[src/rtl/tlb_pkg.sv]
// types, constants and codes of the text terminal line buffer
// no dependencies
package tlb_pkg;

   // screen geometry
   localparam int SCREEN_ROWS = 4;
   localparam int LINE_CHARS  = 21;
   localparam int CELLS       = SCREEN_ROWS * LINE_CHARS;
   localparam int ROW_W       = (SCREEN_ROWS > 1) ? $clog2(SCREEN_ROWS) : 1;
   localparam int COL_W       = $clog2(LINE_CHARS);
   localparam int ADDR_W      = $clog2(CELLS);

   localparam logic [COL_W-1:0] LAST_COL = COL_W'(LINE_CHARS - 1);
   localparam logic [ROW_W-1:0] LAST_ROW = ROW_W'(SCREEN_ROWS - 1);

   // transaction kinds
   localparam logic [1:0] KIND_PUT   = 2'd0;
   localparam logic [1:0] KIND_CLEAR = 2'd1;
   localparam logic [1:0] KIND_READ  = 2'd2;

   // special bytes
   localparam logic [7:0] CH_NUL = 8'd0;
   localparam logic [7:0] CH_LF  = 8'd10;
   localparam logic [7:0] CH_CR  = 8'd13;

   typedef enum logic [3:0] {
      ST_IDLE,
      ST_BLANK,
      ST_WRITE,
      ST_ADVANCE,
      ST_COPY_RD,
      ST_COPY_WR,
      ST_SCROLL_END,
      ST_TAIL,
      ST_READ,
      ST_READ_DATA,
      ST_RESP
   } state_type;

   // command from the sequencer to the cell store
   typedef struct packed {
      logic              we;
      logic [ADDR_W-1:0] addr;
      logic [7:0]        wdata;
      logic              set_valid;
      logic              clr_valid;
      logic [ROW_W-1:0]  vrow;
      logic              clr_all;
   } store_cmd_type;

endpackage

[src/rtl/tlb_if.sv]
// valid/ready channel interfaces for request and response transactions
// no dependencies

interface tlb_req_if;
   logic       valid;
   logic       ready;
   logic [1:0] kind;
   logic [7:0] char_code;
   logic [1:0] read_row;
   logic [4:0] read_col;

   modport source (output valid, kind, char_code, read_row, read_col, input ready);
   modport sink   (input valid, kind, char_code, read_row, read_col, output ready);
endinterface

interface tlb_rsp_if;
   logic       valid;
   logic       ready;
   logic [7:0] cell_value;
   logic [4:0] cursor_column;
   logic [1:0] cursor_line;

   modport source (output valid, cell_value, cursor_column, cursor_line, input ready);
   modport sink   (input valid, cell_value, cursor_column, cursor_line, output ready);
endinterface

[src/rtl/tlb_cell_store.sv]
// cell memory of the screen with one row valid bit per row
// depends on tlb_pkg
module tlb_cell_store (
   input  logic                                 clock,
   input  logic                                 reset,
   input  tlb_pkg::store_cmd_type               cmd,
   output logic [7:0]                           rdata,
   output logic [tlb_pkg::SCREEN_ROWS-1:0]      row_valid
);

   logic [7:0]                      mem [tlb_pkg::CELLS];
   logic [7:0]                      rdata_ff;
   logic [tlb_pkg::SCREEN_ROWS-1:0] row_valid_ff;
   logic [tlb_pkg::SCREEN_ROWS-1:0] row_valid_in;

   // single address port, registered read
   always_ff @(posedge clock) begin
      if (cmd.we) begin
         mem[cmd.addr] <= cmd.wdata;
      end
      rdata_ff <= mem[cmd.addr];
   end

   // row valid bits; the sequencer reads a row that is not valid as blank
   always_comb begin
      row_valid_in = row_valid_ff;
      priority if (cmd.clr_all) begin
         row_valid_in = '0;
      end else if (cmd.set_valid) begin
         row_valid_in[cmd.vrow] = 1'b1;
      end else if (cmd.clr_valid) begin
         row_valid_in[cmd.vrow] = 1'b0;
      end
   end

   always_ff @(posedge clock) begin
      if (reset) begin
         row_valid_ff <= '0;
      end else begin
         row_valid_ff <= row_valid_in;
      end
   end

   assign rdata     = rdata_ff;
   assign row_valid = row_valid_ff;

endmodule

[src/rtl/tlb_seq.sv]
// sequencer with cursor registers and the shared cell address unit
// depends on tlb_pkg and tlb_if
module tlb_seq (
   input  logic                            clock,
   input  logic                            reset,
   tlb_req_if.sink                         req_chan,
   tlb_rsp_if.source                       rsp_chan,
   output tlb_pkg::store_cmd_type          cmd,
   input  logic [7:0]                      rdata,
   input  logic [tlb_pkg::SCREEN_ROWS-1:0] row_valid
);

   tlb_pkg::state_type              state_ff, state_in;
   logic [tlb_pkg::COL_W-1:0]       col_ff, col_in;
   logic [tlb_pkg::ROW_W-1:0]       row_ff, row_in;
   logic [tlb_pkg::COL_W-1:0]       cp_col_ff, cp_col_in;
   logic [tlb_pkg::ROW_W-1:0]       cp_row_ff, cp_row_in;
   logic [7:0]                      cell_ff, cell_in;
   logic [7:0]                      char_ff;
   logic [1:0]                      rrow_ff;
   logic [4:0]                      rcol_ff;
   logic [tlb_pkg::ROW_W-1:0]       addr_row;
   logic [tlb_pkg::COL_W-1:0]       addr_col;
   logic [tlb_pkg::ADDR_W-1:0]      addr_sum;
   logic                            rd_in_range;
   logic                            accept;

   assign accept = req_chan.valid && req_chan.ready;

   // shared address unit: row times line length plus column
   assign addr_sum = tlb_pkg::ADDR_W'(addr_row) * tlb_pkg::ADDR_W'(tlb_pkg::LINE_CHARS)
                   + tlb_pkg::ADDR_W'(addr_col);

   assign rd_in_range = (32'(rrow_ff) < tlb_pkg::SCREEN_ROWS)
                     && (32'(rcol_ff) < tlb_pkg::LINE_CHARS);

   // latch the request payload
   always_ff @(posedge clock) begin
      if (accept) begin
         char_ff <= req_chan.char_code;
         rrow_ff <= req_chan.read_row;
         rcol_ff <= req_chan.read_col;
      end
   end

   // state, cursor and copy counters
   always_ff @(posedge clock) begin
      if (reset) begin
         state_ff  <= tlb_pkg::ST_IDLE;
         col_ff    <= '0;
         row_ff    <= '0;
         cp_col_ff <= '0;
         cp_row_ff <= '0;
      end else begin
         state_ff  <= state_in;
         col_ff    <= col_in;
         row_ff    <= row_in;
         cp_col_ff <= cp_col_in;
         cp_row_ff <= cp_row_in;
      end
   end

   always_ff @(posedge clock) begin
      cell_ff <= cell_in;
   end

   // next state and store commands
   always_comb begin
      state_in      = state_ff;
      col_in        = col_ff;
      row_in        = row_ff;
      cp_col_in     = cp_col_ff;
      cp_row_in     = cp_row_ff;
      cell_in       = cell_ff;
      addr_row      = row_ff;
      addr_col      = col_ff;
      cmd           = '0;
      unique case (state_ff)
         tlb_pkg::ST_IDLE: begin
            if (req_chan.valid) begin
               cell_in = '0;
               priority if (req_chan.kind == tlb_pkg::KIND_CLEAR) begin
                  col_in      = '0;
                  row_in      = '0;
                  cmd.clr_all = 1'b1;
                  state_in    = tlb_pkg::ST_RESP;
               end else if (req_chan.kind == tlb_pkg::KIND_READ) begin
                  state_in = tlb_pkg::ST_READ;
               end else if (req_chan.kind == tlb_pkg::KIND_PUT
                            && req_chan.char_code != tlb_pkg::CH_NUL) begin
                  priority if (req_chan.char_code == tlb_pkg::CH_LF
                               || req_chan.char_code == tlb_pkg::CH_CR) begin
                     state_in = tlb_pkg::ST_ADVANCE;
                  end else if (row_valid[row_ff]) begin
                     state_in = tlb_pkg::ST_WRITE;
                  end else begin
                     cp_col_in = '0;
                     state_in  = tlb_pkg::ST_BLANK;
                  end
               end else begin
                  state_in = tlb_pkg::ST_RESP;
               end
            end
         end
         // zero fill of the cursor row before its first write
         tlb_pkg::ST_BLANK: begin
            addr_col  = cp_col_ff;
            cmd.we    = 1'b1;
            cmd.wdata = '0;
            if (cp_col_ff == tlb_pkg::LAST_COL) begin
               cmd.set_valid = 1'b1;
               cmd.vrow      = row_ff;
               state_in      = tlb_pkg::ST_WRITE;
            end else begin
               cp_col_in = cp_col_ff + tlb_pkg::COL_W'(1);
            end
         end
         tlb_pkg::ST_WRITE: begin
            cmd.we    = 1'b1;
            cmd.wdata = char_ff;
            state_in  = tlb_pkg::ST_ADVANCE;
         end
         // column advance, wrap to next line, scroll at bottom
         tlb_pkg::ST_ADVANCE: begin
            if (col_ff == tlb_pkg::LAST_COL || char_ff == tlb_pkg::CH_LF) begin
               col_in = '0;
               if (row_ff == tlb_pkg::LAST_ROW) begin
                  cp_row_in = '0;
                  cp_col_in = '0;
                  state_in  = tlb_pkg::ST_COPY_RD;
               end else begin
                  row_in   = row_ff + tlb_pkg::ROW_W'(1);
                  state_in = tlb_pkg::ST_TAIL;
               end
            end else begin
               col_in   = col_ff + tlb_pkg::COL_W'(1);
               state_in = tlb_pkg::ST_TAIL;
            end
         end
         // scroll: read a cell of the row below
         tlb_pkg::ST_COPY_RD: begin
            addr_row = cp_row_ff + tlb_pkg::ROW_W'(1);
            addr_col = cp_col_ff;
            state_in = tlb_pkg::ST_COPY_WR;
         end
         // scroll: write it one row up
         tlb_pkg::ST_COPY_WR: begin
            addr_row  = cp_row_ff;
            addr_col  = cp_col_ff;
            cmd.we    = 1'b1;
            cmd.wdata = row_valid[cp_row_ff + tlb_pkg::ROW_W'(1)] ? rdata : 8'd0;
            state_in  = tlb_pkg::ST_COPY_RD;
            if (cp_col_ff == tlb_pkg::LAST_COL) begin
               cmd.set_valid = 1'b1;
               cmd.vrow      = cp_row_ff;
               cp_col_in     = '0;
               if (cp_row_ff == tlb_pkg::LAST_ROW - tlb_pkg::ROW_W'(1)) begin
                  state_in = tlb_pkg::ST_SCROLL_END;
               end else begin
                  cp_row_in = cp_row_ff + tlb_pkg::ROW_W'(1);
               end
            end else begin
               cp_col_in = cp_col_ff + tlb_pkg::COL_W'(1);
            end
         end
         tlb_pkg::ST_SCROLL_END: begin
            cmd.clr_valid = 1'b1;
            cmd.vrow      = tlb_pkg::LAST_ROW;
            state_in      = tlb_pkg::ST_TAIL;
         end
         // carriage return homes the column and blanks the row
         tlb_pkg::ST_TAIL: begin
            if (char_ff == tlb_pkg::CH_CR) begin
               col_in        = '0;
               cmd.clr_valid = 1'b1;
               cmd.vrow      = row_ff;
            end
            state_in = tlb_pkg::ST_RESP;
         end
         tlb_pkg::ST_READ: begin
            if (rd_in_range) begin
               addr_row = tlb_pkg::ROW_W'(rrow_ff);
               addr_col = tlb_pkg::COL_W'(rcol_ff);
            end else begin
               addr_row = '0;
               addr_col = '0;
            end
            state_in = tlb_pkg::ST_READ_DATA;
         end
         tlb_pkg::ST_READ_DATA: begin
            if (rd_in_range && row_valid[tlb_pkg::ROW_W'(rrow_ff)]) begin
               cell_in = rdata;
            end else begin
               cell_in = '0;
            end
            state_in = tlb_pkg::ST_RESP;
         end
         tlb_pkg::ST_RESP: begin
            if (rsp_chan.ready) begin
               state_in = tlb_pkg::ST_IDLE;
            end
         end
         default: begin
            state_in = tlb_pkg::ST_IDLE;
         end
      endcase
      cmd.addr = addr_sum;
   end

   // handshake and response payload
   assign req_chan.ready         = (state_ff == tlb_pkg::ST_IDLE);
   assign rsp_chan.valid         = (state_ff == tlb_pkg::ST_RESP);
   assign rsp_chan.cell_value    = cell_ff;
   assign rsp_chan.cursor_column = 5'(col_ff);
   assign rsp_chan.cursor_line   = 2'(row_ff);

endmodule

[src/rtl/text_terminal_line_buffer_unit.sv]
// top level of the text terminal line buffer
// depends on tlb_pkg, tlb_if, tlb_cell_store and tlb_seq
//
// Usage: one request transaction on req_chan (kind, char_code, read_row,
// read_col) gives exactly one response on rsp_chan (cell_value, cursor_column,
// cursor_line). Kinds: put a character, clear screen, read one cell.
// The block works on one transaction at a time; req_chan.ready is high only
// while idle. States from accept to rsp_chan.valid by kind:
//   clear, unused kind, put of byte zero: straight to ST_RESP
//   read cell: ST_READ, ST_READ_DATA
//   put of a printable byte: ST_WRITE, ST_ADVANCE, ST_TAIL; line feed or
//   carriage return: ST_ADVANCE, ST_TAIL; a printable byte into a row that is
//   not yet valid first runs ST_BLANK, which zero-fills that row cell by cell;
//   a wrap at the bottom row runs ST_COPY_RD, ST_COPY_WR and ST_SCROLL_END;
//   the single-port cell memory copies every cell one row up, read then write.
// The response is held in an output register until rsp_chan.ready; a new
// request is taken the cycle after the response transaction.
// Reset clears the cursor and the row valid bits, so the screen reads blank
// at once; no clearing pass runs.
module text_terminal_line_buffer_unit (
   input  logic       clock,
   input  logic       reset,
   tlb_req_if.sink    req_chan,
   tlb_rsp_if.source  rsp_chan
);

   tlb_pkg::store_cmd_type          cmd;
   logic [7:0]                      rdata;
   logic [tlb_pkg::SCREEN_ROWS-1:0] row_valid;

   // sequencer and shared address unit
   tlb_seq u_seq (
      .clock     (clock),
      .reset     (reset),
      .req_chan  (req_chan),
      .rsp_chan  (rsp_chan),
      .cmd       (cmd),
      .rdata     (rdata),
      .row_valid (row_valid)
   );

   // screen cell memory
   tlb_cell_store u_store (
      .clock     (clock),
      .reset     (reset),
      .cmd       (cmd),
      .rdata     (rdata),
      .row_valid (row_valid)
   );

endmodule

[src/flat_wrapper.sv]
// flat-port wrapper written by rule: the top's interface ports become plain ports
module text_terminal_line_buffer_unit_flat 
  (clock, reset, req_chan_valid, req_chan_kind, req_chan_char_code, req_chan_read_row, req_chan_read_col, req_chan_ready, rsp_chan_valid, rsp_chan_cell_value, rsp_chan_cursor_column, rsp_chan_cursor_line, rsp_chan_ready);
  tlb_req_if req_chan_i ();
  tlb_rsp_if rsp_chan_i ();
  input  logic clock;
  input  logic reset;
  input wire logic [$bits(req_chan_i.valid)-1:0] req_chan_valid;
  input wire logic [$bits(req_chan_i.kind)-1:0] req_chan_kind;
  input wire logic [$bits(req_chan_i.char_code)-1:0] req_chan_char_code;
  input wire logic [$bits(req_chan_i.read_row)-1:0] req_chan_read_row;
  input wire logic [$bits(req_chan_i.read_col)-1:0] req_chan_read_col;
  output wire logic [$bits(req_chan_i.ready)-1:0] req_chan_ready;
  output wire logic [$bits(rsp_chan_i.valid)-1:0] rsp_chan_valid;
  output wire logic [$bits(rsp_chan_i.cell_value)-1:0] rsp_chan_cell_value;
  output wire logic [$bits(rsp_chan_i.cursor_column)-1:0] rsp_chan_cursor_column;
  output wire logic [$bits(rsp_chan_i.cursor_line)-1:0] rsp_chan_cursor_line;
  input wire logic [$bits(rsp_chan_i.ready)-1:0] rsp_chan_ready;
  assign req_chan_i.valid = req_chan_valid;
  assign req_chan_i.kind = req_chan_kind;
  assign req_chan_i.char_code = req_chan_char_code;
  assign req_chan_i.read_row = req_chan_read_row;
  assign req_chan_i.read_col = req_chan_read_col;
  assign req_chan_ready = req_chan_i.ready;
  assign rsp_chan_valid = rsp_chan_i.valid;
  assign rsp_chan_cell_value = rsp_chan_i.cell_value;
  assign rsp_chan_cursor_column = rsp_chan_i.cursor_column;
  assign rsp_chan_cursor_line = rsp_chan_i.cursor_line;
  assign rsp_chan_i.ready = rsp_chan_ready;
  text_terminal_line_buffer_unit u_core (.clock(clock), .reset(reset), .req_chan(req_chan_i), .rsp_chan(rsp_chan_i));
endmodule
[config.mk]
export PLATFORM = sky130hd
export DESIGN_NAME = text_terminal_line_buffer_unit_flat
export DESIGN_NICKNAME = d
export VERILOG_FILES = /design/src/rtl/tlb_pkg.sv /design/src/rtl/tlb_if.sv /design/src/rtl/tlb_cell_store.sv /design/src/rtl/tlb_seq.sv /design/src/rtl/text_terminal_line_buffer_unit.sv /design/src/flat_wrapper.sv
export SDC_FILE = /design/constraint.sdc
export NUM_CORES = 1
export LEC_CHECK = 0
export BUFFER_PORTS_ARGS = -buffer_cell sky130_fd_sc_hd__buf_2
export CAP_MARGIN = 20
export CORE_MARGIN = 2
export CORE_UTILIZATION = 50
export CTS_CLUSTER_SIZE = 16
export DETAILED_ROUTE_END_ITERATION = 8
export PLACE_DENSITY = 0.71
export SLEW_MARGIN = 20
export SYNTH_ARGS = -nofsm -noshare
export SYNTH_HDL_FRONTEND = slang
export SYNTH_SLANG_ARGS = --single-unit
[constraint.sdc]
create_clock -name clock -period 4.34 [get_ports clock]
set_input_delay 0.868 -clock clock [delete_from_list [all_inputs] [get_ports clock]]
set_output_delay 0.868 -clock clock [all_outputs]
set_load 0.005 [all_outputs]
# After elaboration in Yosys (flattened, before gate mapping)
# Memories as Yosys holds them, arrays and structs flattened. A register that Yosys moved wholly into a read port is not among the register bits.
# Cells that the tools add are included.
[op_classes]
n_addsub = 5
n_mul = 1
div = 0
magnitude_cmp = 6
n_eq_ne = 36
shifts = 0
mux = 71
bitwise_logic = 3
reduce_logical = 26
[ops]
columns = ["op", "n"]
rows = [
  ["two-way mux 5 bit", 15],
  ["one-hot mux 4 bit (10 select lines)", 1],
  ["two-way mux 4 bit", 9],
  ["equality test 8 x 4 -> 1 bit, second input constant", 4],
  ["two-way mux 2 bit", 16],
  ["one-hot mux 8 bit (2 select lines)", 2],
  ["inequality test 2 bit, second input constant", 13],
  ["two-way mux 8 bit", 3],
  ["one-hot mux 5 bit (4 select lines)", 1],
  ["equality test 4 x 3 -> 1 bit, second input constant", 4],
  ["one-hot mux 5 bit (3 select lines)", 1],
  ["equality test 4 bit, second input constant", 3],
  ["less-than comparator 2 x 3 -> 1 bit, second input constant", 4],
  ["two-way mux 1 bit", 12],
  ["adder 5 x 1 -> 5 bit, second input constant", 2],
  ["equality test 5 bit, second input constant", 2],
  ["one-hot mux 5 bit (2 select lines)", 1],
  ["AND reduction 10 bit", 1],
  ["AND reduction 5 bit", 2],
  ["equality test 4 x 2 -> 1 bit, second input constant", 2],
  ["one-hot mux 2 bit (2 select lines)", 2],
  ["one-hot mux 2 bit (4 select lines)", 1],
  ["nonzero test 2 bit", 4],
  ["nonzero test 8 bit", 1],
  ["other kinds (28)", 42],
]
[word_totals]
register_bits = 45
latchBits = 0
mem_bits_rw = 672
rom_bits = 0
mem_count = 1
[memory_table]
columns = ["name", "words", "word_bits", "rd", "rd_clocked_by_memory_dff", "write_ports", "line_no", "text"]
rows = [
  ["u_core.u_store.mem", 84, 8, 1, 1, 1, "tlb_cell_store.sv:11", "logic [7:0] mem [tlb_pkg::CELLS];"],
]

# Logic depth before layout (Yosys ltp)
[depth]
word_depth = 11
mapped_depth = 21

# By module
# From an unflattened synthesis, not the netlist that was laid out.
[hier_totals]
hier_cells = 1719
hier_area_um2 = 29679.7
[by_module_without_submodules]
columns = ["mod", "n_inst", "cells_per_inst", "area_each_um2", "seq_area_each_um2"]
rows = [
  ["tlb_cell_store", 1, 1421, 26843.2, 20419.6],
  ["tlb_seq", 1, 298, 2836.5, 1051.0],
]

# Worst setup path before layout
# OpenSTA, ideal clock, no wires.
[synth_path]
kind = "register to register"
startpoint = "register u_core.u_seq.state_ff[0]"
endpoint = "memory u_core.u_store.mem[69][0], enable pin"
setup_time_ps = 383
arrival_ps = 4115
setup_slack_ps = -159
stages_incl_launch_ff = 16
period_less_slack_ps = 4499
path_cell_list = "dfxtp_1 buf_2 buf_1 xor2_1 nand2_1 a221oi_1 nor2_1 ha_1 ha_1 fa_1 buf_2 buf_2 nand2_1 nor2_1 nand2_1 nor3_1"
[synth_between]
elab_chain_cells = 5
word_cells_on_any_way = 14
cone_classes = "add/sub (1); mul (1); eq/ne (5); mux (5); reduce/logical (2)"
[synth_lines]
columns = ["item", "line_no", "text"]
rows = [
  ["start, declared", "tlb_seq.sv:13", "tlb_pkg::state_type state_ff, state_in;"],
  ["start signal, assigned", "tlb_seq.sv:49", "state_ff <= tlb_pkg::ST_IDLE;"],
  ["start signal, assigned", "tlb_seq.sv:55", "state_ff <= state_in;"],
  ["branches (longest 5 deep; another with multiplier 2 x 5 -> 7 bit)", "--", ""],
  ["end, declared", "tlb_cell_store.sv:11", ""],
]
# Several ways; the timed one is not identified.

# Final worst setup path
[layout_path]
startpoint = "register u_core.u_seq.cp_row_ff[0] (netlist name)"
endpoint = "register u_core.u_store.rdata_ff[0] (netlist: u_core.u_store.rdata[0]), read port of u_core.u_store.mem"
[layout_between]
elab_chain_cells = 4
[layout_lines]
columns = ["item", "line_no", "text"]
rows = [
  ["start, declared", "tlb_seq.sv:17", "logic [tlb_pkg::ROW_W-1:0] cp_row_ff, cp_row_in;"],
  ["start signal, assigned", "tlb_seq.sv:59", "cp_row_ff <= cp_row_in;"],
  ["adder 2 x 1 -> 2 bit", "tlb_seq.sv:142", "addr_row = cp_row_ff + tlb_pkg::ROW_W'(1);"],
  ["one-hot mux 2 bit (3 select lines) (*)", "tlb_seq.sv:78", "unique case (state_ff)"],
  ["multiplier 2 x 5 -> 7 bit (*)", "tlb_seq.sv:31", "assign addr_sum = tlb_pkg::ADDR_W'(addr_row) * tlb_pkg::ADDR_W'(tlb_pkg::LINE_CHARS)"],
  ["adder 7 x 5 -> 7 bit (*)", "tlb_seq.sv:32", "+ tlb_pkg::ADDR_W'(addr_col);"],
  ["end, declared", "tlb_cell_store.sv:12", "logic [7:0] rdata_ff;"],
]
# Mark *: on every way between the ends. The rest lies on a longest branch, timed or not.
# A chain may end at the register's enable or synchronous reset.

==> results by group <==
Floorplanning
  • Initial Utilization: 50.37%
  • Die H: 247.2 µm
  • Die X: 247.2 µm
  • FP Rows: 89
  • Core Area: 58,690 µm²
  • Num ports: 38
  • Die ar.: 61,080 µm²

Yosys
  • Post-synth EDFFs: 695
  • Synth Flop Type: edfxtp_1
  • Post-synthesis register bit count: 725
  • Cell variety after synth: 77
  • Ys Warns: 0
  • Syn Inst Count: 1,814
  • Post-synth net total: 1,849
  • Asr flop ratio synth: 0%
  • Sequential share of the synthesized area: 72.63%
  • Mapped Area: 29,560 µm²
  • Mean Syn Cell Area: 16.30 µm²

Global route
  • Total Routing Usage GR: 28.84%
  • Antenna violations before repair: 0
  • Largest net degree at the start of global routing: 65
  • Vias in the first global route: 18,790
  • Global-route wire length before repair: 127,000 µm
  • Congestion Overflow GR: 0

Setup path
  • CP peak stage delay: 0.76 ns
  • Setup crit start kind: flop
  • Crit path cell chain: inv_2 > ha_4 > nor2b_4 > o21ai_1 > a221oi_2 > or2_4 > inv_4 > xnor2_4 > ha_4 > fa_4 > buf_6 > nor2b_2 > buf_6 > buf_4 > a221oi_2 > nor2_1 > a221oi_2 > o221ai_2 > o22ai_2 > mux2i_1
  • Critical path class: flop to flop
  • CP startpoint: u_core.u_seq.cp_row_ff[0]
  • Crit-path leading delay family: compound AO/OA/AOI/OAI gates
  • Crit-path max FO: 7
  • CP Buf/Inv Count: 5
  • CP Capture Type: flop
  • Critical path arrival: 4.99 ns
  • Crit-path slowest cell: fa_4
  • CP most frequent cell: a221oi_2
  • Reg2reg start: u_core.u_seq.cp_row_ff[0]
  • Crit path required time: 4.85 ns
  • Reg2reg end: u_core.u_store.rdata[0]
  • Flop2flop setup slack: -0.15 ns
  • Worst Reg2Reg Path Length in Cells: 20

Final layout
  • Area growth syn-to-layout: 23.85%
  • Final Cell Area: 36,610 µm²
  • Final non-filler cell total: 3,009
  • Layout cells sized above 1: 33.83%
  • Commonest non-fill, non-tap cell in the layout: edfxtp_1
  • Net count, final: 2,215
  • Most frequent cells in the layout: edfxtp_1 (695), buf_4 (292), nor2_1 (108), mux2i_1 (90), nand2_1 (81)

Clock tree
  • CTS tree: done
  • Clock transition at path regs: 0.06 ns
  • Clk root buf: clkbuf_16
  • CTS Hold Bufs: 0
  • Sink Count: 725
  • Clock Latency Late Sink: 0.64 ns
  • Clock Tree Buf Depth: 3
  • Cts bufs inserted: 73
  • CTS HTree Levels: 3

Timing
  • Number of hold violations in the final report: 0
  • RSZ-0062 raised after global routing: yes
  • Fmax: 222.9 MHz
  • Final WS setup: -0.1467 ns
  • Hold_ws: 0.4270 ns
  • Final setup viols: 7
  • Final Critical Period: 4.487 ns
  • Post-Route Skew: 0.03536 ns
  • Pins Over Slew Limit: 0
  • Relative slew slack: 35.72%
  • Worst slew pin tran: 0.9554 ns
  • Final worst path period share: 103.4%

Power and ir drop
  • Static leakage: 12.45 nW
  • IR drop worst, VDD: 502.2 µV
  • Power Dens Cells: 848.4 nW/µm²

Detailed routing
  • Iter 0 DRT Violations: 2,635
  • Number of remaining DRC errors: 0
  • Detailed Route WL: 87,430 µm
  • Wirelength per Cell: 29.06 µm
  • Via count: 19,160
  • Final ANT Viol Nets: 0
  • First-pass detailed-route iteration total: 6
  • DR vias/cell: 6.366

Place
  • Dpl ws: -0.6443 ns
  • Inst Count DP: 2,853
  • Area post-placement: 33,360 µm²
  • Port-buffer cells: 37
  • HPWL Detailed: 57,500 µm
  • Placer Congestion: 0.9414

Min path
  • Hold Path Depth: 1
  • Hold path start: req_chan_char_code[6]
  • Hold WC Path Type: input port to flop
  • Hold Path End: u_core.u_seq.char_ff[6]

Run status
  • Outcome: finished, violations left
  • Failing checks: negative setup slack

Run
  • Max_cap viols: 0
## power by group
group	internal [W]	switching, W
registers	0.00838	0.000162
clock network	0.00343	0.00266
logic	0.00690	0.00953
## registers in the layout, summed over array words and instances (netlist names), named ones only
register / flops
u_core.u_seq.cp_col_ff: 5
u_core.u_seq.char_ff: 8
u_core.u_seq.cp_row_ff: 2
u_core.u_seq.rsp_chan.cursor_line: 2
u_core.u_seq.state_ff: 4
u_core.u_store.rdata: 8
u_core.u_seq.rrow_ff: 2
u_core.u_seq.rsp_chan.cursor_column: 5
u_core.u_seq.rcol_ff: 5
u_core.u_seq.rsp_chan.cell_value: 8
u_core.u_store.mem: 672
## stage by stage
stage	TNS, ns	power, W	util, %
after CTS	-0.3090	0.03015	61.76
after global placement	-62.81	0.02302	56.85
after global routing	-1.564	0.03190	62.38
after detailed placement	-57.02	0.02316	56.85
final	-0.6273	0.03106	62.38
after floorplan	-7.509	0.01600	-
## cell usage after synthesis, types with 4 or more instances
| master | n | area [µm²] |
|---|---|---|
| a211oi_1 | 7 | 52.55 |
| a21o_1 | 7 | 52.55 |
| a21oi_1 | 69 | 345.3 |
| a221o_1 | 10 | 100.1 |
| a221oi_1 | 56 | 490.5 |
| a222oi_1 | 7 | 70.07 |
| a22o_1 | 22 | 192.7 |
| a22oi_1 | 35 | 262.8 |
| a31oi_1 | 6 | 37.54 |
| and2_1 | 20 | 125.1 |
| and3_1 | 8 | 50.05 |
| buf_1 | 9 | 33.78 |
| buf_2 | 47 | 235.2 |
| buf_4 | 5 | 37.54 |
| clkbuf_1 | 42 | 157.7 |
| dfxtp_1 | 30 | 600.6 |
| edfxtp_1 | 695 | 20870 |
| ha_1 | 13 | 162.7 |
| inv_1 | 13 | 48.80 |
| mux2_2 | 42 | 473.0 |
| mux2i_1 | 98 | 980.9 |
| mux4_2 | 58 | 1306 |
| nand2_1 | 86 | 322.8 |
| nand2b_1 | 6 | 37.54 |
| nand3_1 | 30 | 150.1 |
| nand4_1 | 9 | 56.30 |
| nand4b_1 | 4 | 35.03 |
| nor2_1 | 125 | 469.2 |
| nor2b_1 | 14 | 87.58 |
| nor3_1 | 41 | 205.2 |
| nor4_1 | 6 | 37.54 |
| o211ai_1 | 8 | 60.06 |
| o21ai_0 | 40 | 200.2 |
| o21ai_1 | 7 | 35.03 |
| o221ai_1 | 19 | 166.4 |
| o22ai_1 | 31 | 193.9 |
| o2bb2ai_1 | 5 | 43.79 |
| o31ai_1 | 6 | 45.04 |
| or2_2 | 5 | 31.28 |
| or3_1 | 5 | 31.28 |
| xnor2_1 | 12 | 105.1 |
## kinds of logic after synthesis
family                   Yosys count  synth area share (%)
AO/OA/AOI/OAI                    364                 8.914
XOR/XNOR                          15                0.4444
adder cells (fa/ha/maj)           14                0.6180
buffers and inverters            118                 1.786
flip-flops                       725                 72.63
multiplexers                     200                 9.439
AND/OR/NAND/NOR                  378                 6.167
## timing repair
action | in CTS | in global routing
gates cloned | 1 | 0
hold endpoints to repair | 0 | 0
pin swaps | 34 | 29
gates resized for setup | 98 | 66
buffers inserted | 17 | 8
endpoints found under the setup margin | 330 | 414
## worst max-delay path by stage
stage / endpoint / slack (ns) / depth (start not counted)
after CTS: u_core.u_store.rdata[0] / -0.10 / 20
after floorplan: u_core.u_store.mem[69][0] / -0.16 / 15
after detailed placement: u_core.u_store.rdata[0] / -0.64 / 18
after global placement: u_core.u_store.rdata[5] / -0.63 / 20
final: u_core.u_store.rdata[0] / -0.15 / 20
after global routing: u_core.u_store.rdata[5] / -0.25 / 17
## cell type report
| class | instances | area [µm²] |
|---|---|---|
| repair buffers | 395 | 3493 |
| well taps | 773 | 967.2 |
| diodes | 1 | 2.502 |
| inverters | 14 | 55.05 |
| multi-input cells | 971 | 8339 |
| flip-flops and latches | 725 | 21480 |
| clock buffers | 88 | 1978 |
| clock inverters | 42 | 299.0 |
| fillers | 4129 | 22070 |
## worst register-to-register path, stage by stage (launching register included)
cell      delay [ns]
dfxtp_2         0.33
inv_2           0.05
ha_4            0.26
nor2b_4         0.12
o21ai_1         0.07
a221oi_2        0.25
or2_4           0.18
inv_4           0.05
xnor2_4         0.14
ha_4            0.17
fa_4            0.76
buf_6           0.19
nor2b_2         0.18
buf_6           0.18
buf_4           0.18
a221oi_2        0.29
nor2_1          0.08
a221oi_2        0.28
o221ai_2        0.23
o22ai_2         0.27
mux2i_1         0.11
## metal layers
metal	GRT usage (%)	vias to the layer above	share of wire (%)
met2	45.12	1304	47
met4	13.11	0	4.0
met3	5.676	201	11
li1	-	8075	-
met1	39.30	9575	38
met5	0	-	0
(Power assumes the default switching activity.)
